--- config.mk ---
export PLATFORM = sky130hd
export DESIGN_NAME = battery_guard_alarm_sequencer
export DESIGN_NICKNAME = d
export VERILOG_FILES = /design/src/rtl/bgas_pkg.sv /design/src/rtl/battery_guard_alarm_sequencer.sv /design/src/rtl/bgas_rules.sv
export SDC_FILE = /design/constraint.sdc
export NUM_CORES = 2
export LEC_CHECK = 0
export BUFFER_PORTS_ARGS = -buffer_cell sky130_fd_sc_hd__clkbuf_2
export CORE_ASPECT_RATIO = 1.25
export CORE_MARGIN = 10
export CORE_UTILIZATION = 53
export DETAILED_ROUTE_END_ITERATION = 10
export PLACE_DENSITY = 0.7
export SLEW_MARGIN = 10
export SYNTH_ARGS = -nofsm -noshare
export SYNTH_HDL_FRONTEND = slang
export SYNTH_SLANG_ARGS = --single-unit
--- constraint.sdc ---
create_clock -name clk -period 10.34 [get_ports clk]
set_input_delay 0.517 -clock clk [delete_from_list [all_inputs] [get_ports clk]]
set_output_delay 0.517 -clock clk [all_outputs]
set_load 0.02 [all_outputs]
--- src/rtl/bgas_pkg.sv ---
// Package for the battery guard alarm sequencer.
// Holds the state and condition types, register map codes and shared constants.
// No dependencies.
package bgas_pkg;

  localparam int ADC_BITS_DEF = 12;
  localparam int RAW_BITS_DEF = 24;
  localparam int LIMIT_BITS   = 16;
  localparam int ADDR_W       = 5;
  localparam int DATA_W       = 32;
  localparam int CNT_W        = 7;

  // Default thresholds as 12-bit codes at 3.3 V full scale over 4095 codes.
  localparam int REF_FULL_CODE      = 4095;
  localparam int TEMP_EXTREME_CODE  = 1638;
  localparam int TEMP_HIGH_CODE     = 1799;
  localparam int BATT_FULL_CODE     = 4083;
  localparam int SCALE_TARE_DEF     = 0;
  localparam int SCALE_SPAN_DEF     = 8493860;
  localparam int WEIGHT_LIMIT_DEF   = 105;

  localparam logic [CNT_W-1:0] WEIGHT_SAT  = CNT_W'(80);
  localparam logic [CNT_W-1:0] WEIGHT_W1LO = CNT_W'(20);
  localparam logic [CNT_W-1:0] WEIGHT_W1HI = CNT_W'(40);
  localparam logic [CNT_W-1:0] WEIGHT_W2LO = CNT_W'(40);
  localparam logic [CNT_W-1:0] WEIGHT_W2HI = CNT_W'(60);

  typedef enum logic [1:0] {
    TEMP_FINE    = 2'd0,
    TEMP_HIGH    = 2'd1,
    TEMP_EXTREME = 2'd2
  } temp_status_t;

  typedef enum logic [2:0] {
    REG_TEMP_EXTREME = 3'd0,
    REG_TEMP_HIGH    = 3'd1,
    REG_BATT_FULL    = 3'd2,
    REG_SCALE_TARE   = 3'd3,
    REG_SCALE_SPAN   = 3'd4,
    REG_WEIGHT_LIMIT = 3'd5
  } reg_index_t;

  typedef struct packed {
    logic             tick_phase;
    logic             blink;
    logic [CNT_W-1:0] weight_ticks;
    logic             full_latch;
    logic             beep;
    logic             motor;
    logic             trig;
  } guard_state_t;

  typedef struct packed {
    temp_status_t status;
    logic         over;
    logic         full_hit;
  } guard_cond_t;

endpackage

--- src/rtl/battery_guard_alarm_sequencer.sv ---
// Battery guard alarm sequencer: one request per cycle unless stalled; a result per request.
// A request is held in the input stage; its result then loads the output registers.
// One request per clock while results are taken; the result register frees as each is taken.
// The weight threshold product is formed from the registers in the cycle after they change.
// Synchronous active-high reset loads register defaults and clears state, not drive outputs.
module battery_guard_alarm_sequencer #(
  parameter int ADC_BITS = bgas_pkg::ADC_BITS_DEF,
  parameter int RAW_BITS = bgas_pkg::RAW_BITS_DEF
) (
  input  logic                      clk,
  input  logic                      rst,
  input  logic                      psel,
  input  logic                      penable,
  input  logic                      pwrite,
  input  logic [bgas_pkg::ADDR_W-1:0] paddr,
  input  logic [bgas_pkg::DATA_W-1:0] pwdata,
  output logic [bgas_pkg::DATA_W-1:0] prdata,
  output logic                      pready,
  input  logic                      in_valid,
  output logic                      in_ready,
  input  logic [ADC_BITS-1:0]       temp_code,
  input  logic [ADC_BITS-1:0]       battery_code,
  input  logic [RAW_BITS-1:0]       scale_raw,
  output logic                      out_valid,
  input  logic                      out_ready,
  output logic                      beep,
  output logic                      led,
  output logic                      motor,
  output logic                      trigger_out,
  output logic [1:0]                temp_status,
  output logic                      weight_over,
  output logic                      shutoff_latched
);
  import bgas_pkg::*;

  localparam int ADC_MAX = (1 << ADC_BITS) - 1;
  localparam logic [ADC_BITS-1:0] TEMP_EXTREME_RST =
    ADC_BITS'((TEMP_EXTREME_CODE * ADC_MAX) / REF_FULL_CODE);
  localparam logic [ADC_BITS-1:0] TEMP_HIGH_RST =
    ADC_BITS'((TEMP_HIGH_CODE * ADC_MAX) / REF_FULL_CODE);
  localparam logic [ADC_BITS-1:0] BATT_FULL_RST =
    ADC_BITS'((BATT_FULL_CODE * ADC_MAX) / REF_FULL_CODE);
  localparam int DEN_W = RAW_BITS + LIMIT_BITS;
  localparam int CMP_W = DEN_W + 1;

  logic [ADC_BITS-1:0]   temp_extreme_below;
  logic [ADC_BITS-1:0]   temp_high_at_most;
  logic [ADC_BITS-1:0]   battery_full_at_least;
  logic [RAW_BITS-1:0]   scale_tare;
  logic [RAW_BITS-1:0]   scale_span_raw;
  logic [LIMIT_BITS-1:0] weight_limit;

  logic [DEN_W-1:0]      den;
  logic                  span_ok;

  logic                  s1_valid;
  logic [ADC_BITS-1:0]   s1_temp;
  logic [ADC_BITS-1:0]   s1_batt;
  logic [RAW_BITS-1:0]   s1_raw;

  guard_state_t          st;
  guard_state_t          st_next;
  guard_cond_t           cond;

  logic                  advance;
  logic                  cfg_write;
  reg_index_t            cfg_index;
  logic [RAW_BITS:0]     raw_diff;
  logic [CMP_W-1:0]      raw_diff_ext;
  logic [CMP_W-1:0]      num;
  temp_status_t          status;

  assign pready    = 1'b1;
  assign cfg_write = psel && penable && pwrite;
  assign cfg_index = reg_index_t'(paddr[4:2]);

  always_ff @(posedge clk) begin
    if (rst) begin
      temp_extreme_below    <= TEMP_EXTREME_RST;
      temp_high_at_most     <= TEMP_HIGH_RST;
      battery_full_at_least <= BATT_FULL_RST;
      scale_tare            <= RAW_BITS'(SCALE_TARE_DEF);
      scale_span_raw        <= RAW_BITS'(SCALE_SPAN_DEF);
      weight_limit          <= LIMIT_BITS'(WEIGHT_LIMIT_DEF);
    end else if (cfg_write) begin
      case (cfg_index)
        REG_TEMP_EXTREME: temp_extreme_below    <= pwdata[ADC_BITS-1:0];
        REG_TEMP_HIGH:    temp_high_at_most     <= pwdata[ADC_BITS-1:0];
        REG_BATT_FULL:    battery_full_at_least <= pwdata[ADC_BITS-1:0];
        REG_SCALE_TARE:   scale_tare            <= pwdata[RAW_BITS-1:0];
        REG_SCALE_SPAN:   scale_span_raw        <= pwdata[RAW_BITS-1:0];
        REG_WEIGHT_LIMIT: weight_limit          <= pwdata[LIMIT_BITS-1:0];
        default: ;
      endcase
    end
  end

  always_comb begin
    case (cfg_index)
      REG_TEMP_EXTREME: prdata = DATA_W'(temp_extreme_below);
      REG_TEMP_HIGH:    prdata = DATA_W'(temp_high_at_most);
      REG_BATT_FULL:    prdata = DATA_W'(battery_full_at_least);
      REG_SCALE_TARE:   prdata = DATA_W'(scale_tare);
      REG_SCALE_SPAN:   prdata = DATA_W'(scale_span_raw);
      REG_WEIGHT_LIMIT: prdata = DATA_W'(weight_limit);
      default:          prdata = '0;
    endcase
  end

  // The threshold product depends on the registers only.
  always_ff @(posedge clk) begin
    den     <= DEN_W'(weight_limit * (scale_span_raw - scale_tare));
    span_ok <= (scale_span_raw > scale_tare);
  end

  assign advance  = s1_valid && (!out_valid || out_ready);
  assign in_ready = !s1_valid || advance;

  always_ff @(posedge clk) begin
    if (rst) begin
      s1_valid <= 1'b0;
    end else if (in_ready) begin
      s1_valid <= in_valid;
    end
  end

  always_ff @(posedge clk) begin
    if (in_valid && in_ready) begin
      s1_temp <= temp_code;
      s1_batt <= battery_code;
      s1_raw  <= scale_raw;
    end
  end

  always_comb begin
    if (s1_temp < temp_extreme_below) begin
      status = TEMP_EXTREME;
    end else if (s1_temp <= temp_high_at_most) begin
      status = TEMP_HIGH;
    end else begin
      status = TEMP_FINE;
    end
  end

  assign raw_diff     = {1'b0, s1_raw} - {1'b0, scale_tare};
  assign raw_diff_ext = CMP_W'($signed(raw_diff));
  assign num          = (raw_diff_ext << 6) + (raw_diff_ext << 5) + (raw_diff_ext << 2);

  assign cond.status   = status;
  assign cond.over     = span_ok && ($signed(num) >= $signed({1'b0, den}));
  assign cond.full_hit = (s1_batt >= battery_full_at_least);

  bgas_rules u_rules (
    .st      (st),
    .cond    (cond),
    .st_next (st_next)
  );

  always_ff @(posedge clk) begin
    if (rst) begin
      st        <= '0;
      out_valid <= 1'b0;
    end else begin
      if (advance) begin
        st <= st_next;
      end
      if (advance) begin
        out_valid <= 1'b1;
      end else if (out_ready) begin
        out_valid <= 1'b0;
      end
    end
  end

  always_ff @(posedge clk) begin
    if (advance) begin
      beep            <= st_next.beep;
      motor           <= st_next.motor;
      trigger_out     <= st_next.trig;
      temp_status     <= status;
      weight_over     <= cond.over;
      shutoff_latched <= st_next.full_latch;
    end
  end

  assign led = beep;

`ifndef SYNTHESIS
  a_latch_sticky: assert property (@(posedge clk) disable iff (rst)
    st.full_latch |=> st.full_latch)
    else $error("shutoff latch cleared");

  a_trig_cut_when_latched: assert property (@(posedge clk) disable iff (rst)
    st.full_latch |-> !st.trig)
    else $error("trigger connected while shutoff latched");

  a_weight_saturates: assert property (@(posedge clk) disable iff (rst)
    st.weight_ticks <= WEIGHT_SAT)
    else $error("weight counter above saturation");

  a_result_loaded: assert property (@(posedge clk) disable iff (rst)
    advance |=> out_valid)
    else $error("processed request produced no result");
`endif

endmodule

--- src/rtl/bgas_rules.sv ---
// Next-state rules of the alarm sequencer for one request.
// Applies the ordered drive rules to the current state and this request's conditions.
// Depends on bgas_pkg.
module bgas_rules (
  input  bgas_pkg::guard_state_t st,
  input  bgas_pkg::guard_cond_t  cond,
  output bgas_pkg::guard_state_t st_next
);
  import bgas_pkg::*;

  function automatic logic [CNT_W-1:0] bump(input logic [CNT_W-1:0] v);
    logic [CNT_W-1:0] inc;
    inc = v + CNT_W'(1);
    return (inc >= WEIGHT_SAT) ? WEIGHT_SAT : inc;
  endfunction

  always_comb begin
    guard_state_t s;
    logic t;
    logic b;
    logic w;
    logic l;
    logic ph;
    s = st;
    t = (cond.status == TEMP_HIGH);
    b = (cond.status == TEMP_EXTREME);
    w = cond.over;
    if (cond.full_hit) begin
      s.trig = 1'b0;
      s.full_latch = 1'b1;
    end
    l = s.full_latch;

    if (st.tick_phase) begin
      s.tick_phase = 1'b0;
      s.blink = ~st.blink;
      if (t && !b && !l) begin
        s.beep = s.blink;
      end else if (!t && !b && !l) begin
        s.beep = 1'b0;
        s.trig = 1'b1;
      end
      if (!t && !b && w && !l) begin
        s.weight_ticks = bump(s.weight_ticks);
        if (s.weight_ticks >= WEIGHT_W1LO && s.weight_ticks <= WEIGHT_W1HI) begin
          s.beep = s.blink;
        end
      end else if (!t && !b && !w && !l) begin
        s.weight_ticks = '0;
        s.beep = 1'b0;
      end
    end else begin
      s.tick_phase = 1'b1;
    end
    ph = s.tick_phase;

    if (!b && t && !l) begin
      s.motor = ph;
    end

    if (b && !t && !l) begin
      s.trig = 1'b0;
      s.motor = 1'b1;
      s.beep = ph;
    end else if (!b && !t && !w) begin
      s.motor = 1'b0;
      s.beep = 1'b0;
    end

    if (!t && !b && w) begin
      s.weight_ticks = bump(s.weight_ticks);
      if (s.weight_ticks >= WEIGHT_W2LO && s.weight_ticks <= WEIGHT_W2HI) begin
        s.beep = ph;
      end else if (s.weight_ticks >= WEIGHT_SAT) begin
        s.trig = 1'b0;
        s.beep = 1'b1;
      end
    end else if (!t && !b && !w && !l) begin
      s.weight_ticks = '0;
      s.beep = 1'b0;
    end

    if (!t && !b && !w && l) begin
      s.beep = ph;
    end else if (!t && !b && !w && !l) begin
      s.weight_ticks = '0;
      s.beep = 1'b0;
    end

    st_next = s;
  end

endmodule
==> summary.txt <==
Timing
  • Clock skew: 0.0124 ns
  • Slew Limit Fails: 0
  • Fin Hold WS: between 0.15 and 0.2 ns
  • Final period util: 0.954
  • Minimum clock period: between 9 and 10 ns
  • Final hold violations: 0
  • Final setup viols: 0
  • Rel. slew slack: 0.127
  • Worst Max-Slew Pin Slew: 1.31 ns
  • Fmax: ~0.10 GHz

Final layout
  • Layout cells sized above 1: 0.0787
  • # fillers: about 4500
  • Post-layout nets: 3952
  • ANT cells: 0
  • Area delta synth->final: 7.91%

Worst setup path
  • Largest stage delay on the critical path: between 0.5 and 0.6 ns
  • Crit Path Class: register to register
  • WP data required: 10.76 ns
  • CP Capture Type: register
  • Worst Setup Start Kind: register
  • Worst-path fanout max: 11
  • Worst Path Arrival: between 10 and 15 ns
  • Most used cell, CP: fa_1
  • CP max stage cell: fa_1

CTS
  • CTS tree: yes
  • Inserted Clock Buffers: 24
  • Sink Count: around 210
  • CTS Hold Buffers Added: 0
  • Worst-skew pair later-pin latency: roughly 0.54 ns
  • Post-CTS Setup Bufs: 0
  • Post-CTS resize count: 0
  • CTS max path bufs: 3
  • CTS Root Cell: clkbuf_16
  • Clk slew on worst S/H paths: about 0.060 ns
  • H-tree depth: 1

Synth
  • Synth Register Bits: between 200 and 250
  • Distinct cells, synth: 83
  • Avg Cell Area, Syn: 8.79 um2
  • Post-synth top flop: dfxtp_1
  • Post-synthesis sequential area ratio: 0.173
  • Synth cell count leaders: inv_1 (584), nand2_1 (462), fa_1 (398)
  • Cell with the most instances after synthesis: inv_1
  • Number of flops mapped to enable cells by yosys: 55
  • Post-synthesis cell area: 0.0276 mm2
  • Synthesized netlist cell count: about 3100
  • Syn. warnings: 0
  • FFs w/ async S/R, synth: 0
  • Cell taking the most area after synthesis: fa_1
  • Synth area leaders: fa_1 (29%), ha_1 (12%), dfxtp_1 (11%)
  • Yosys top cell area share: 0.288

Floorplanning
  • Die H: roughly 280 um
  • Core Footprint: a little over 0.05 mm2
  • Site Rows: between 90 and 100
  • I/O pins: roughly 140
  • Initial core utilization: 0.536
  • Die X: 224 um
  • Die Area: around 0.06 mm2

Placement
  • Post-DP HPWL: a little under 60000 um
  • Final GP Congestion: 0.956
  • Port bufs: about 120

Detailed routing
  • Detailed Route WL: 73300 um
  • First-pass DRT Iterations: 6
  • Wirelength per Cell: around 19 um
  • Post-route ant nets: 0
  • Vias per inst: approximately 5.6
  • DRC: 0
  • DR iter-0 viols: 1511
  • DR vias: roughly 22000

Global route
  • Largest net degree at the start of global routing: approximately 110
  • Number of global-route vias before repair: roughly 23000
  • Antenna violations before repair: 0
  • Total grt overflow: 0
  • Global-route wire length before repair: 120000 um
  • Gr usage total: 0.241

Power and ir drop
  • Peak VDD IR: between 100 and 150 uV
  • Leakage: roughly 14 nW
  • Design Power: roughly 3.9 mW
  • Power Density: ~130 mW/mm2

Outcome
  • Status: finished clean

Worst hold path
  • Worst min path class: input port to register

Run
  • # Max-Cap Violations: 0
[power by group]
part	total [mW]	internal [mW]	switching, mW
Combinational	1.99	0.816	1.17
Sequential	0.960	0.931	0.0284
Clock	0.913	0.551	0.362
[routing by layer]
| metal | wire, um | track usage |
|---|---|---|
| met1 | 29300 | 0.296 |
| met2 | 36700 | 0.425 |
| met3 | 4350 | 0.0297 |
| met4 | 2930 | 0.0935 |
| met5 | 0 | 0 |
[final timing paths]
| kind | startpoint | endpoint | slack [ns] | cells after the start |
|---|---|---|---|---|
| hold / removal | temp_code[1] | s1_temp[1] | 0.15 | 1 |
| setup / recovery | scale_tare[0] | den[39] | 0.47 | 36 |
| hold reg to reg | st[0] | st[0] | 0.46 | 2 |
| setup reg to reg | scale_tare[0] | den[39] | 0.47 | 36 |
[layout by cell type (no fill, tap or decap), types with 26 or more instances in the layout]
cell,instances
inv_1,584
nand2_1,462
fa_1,398
ha_1,254
a21oi_1,167
and2_1,157
dfxtp_1,156
nor2_1,128
clkbuf_2,114
xnor2_1,82
edfxtp_1,55
a21o_1,50
o21ai_0,48
buf_4,48
xor2_1,38
nand3_1,33
mux2i_1,31
nor2b_1,30
clkbuf_16,28
nor3_1,26
[flip-flops by register name, indices dropped and copies added (netlist names)]
name	count
den	40
s1_raw	24
scale_span_raw	24
scale_tare	24
weight_limit	16
st	13
battery_full_at_least	12
s1_batt	12
s1_temp	12
temp_extreme_below	12
temp_high_at_most	12
temp_status	2
beep	1
motor	1
out_valid	1
s1_valid	1
shutoff_latched	1
span_ok	1
trigger_out	1
weight_over	1
[critical path: cells and delay by family, from the launching register on]
kind | cells | cell delay [ns]
AND/OR/NAND/NOR | 4 | 0.41
AO/OA/AOI/OAI | 16 | 3.71
flip-flops | 1 | 0.53
buffers and inverters | 5 | 0.54
adder cells (fa/ha/maj) | 9 | 4.02
XOR/XNOR | 2 | 0.51
[cell families after synthesis]
group | share of synthesized area
muxes | 0.0137
xor gates and xnor gates | 0.0399
other | 0.000272
buffers and inverters | 0.0989
adders and majority gates | 0.403
AOI/OAI and AO/OA | 0.110
DFF | 0.173
and+or+nand+nor | 0.161
[area by class of cell]
cell class / count / area (um2) / area share
clock inverters: 8 / 90.1 / 0.00302
clock buffers: 36 / 781 / 0.0262
multi-input cells: 2224 / 20200 / 0.678
repair buffers: 162 / 931 / 0.0312
inverters: 585 / 2200 / 0.0737
well taps: 665 / 832 / 0.0279
flip-flops and latches: 211 / 4770 / 0.160
[per-stage QoR]
stage	setup TNS (ns)	area (um2)	utilization	worst slack [ns]	std cells
floorplan	0	27700	-	1.35	3150
global placement	0	28900	0.561	0.699	3847
detailed placement	0	28900	0.561	0.574	3847
CTS	0	29800	0.578	0.491	3891
global route	-0.0241	29800	0.578	-0.0241	3891
finish	0	29800	0.578	0.474	3891
No activity file was read; power rests on OpenSTA's default activity.
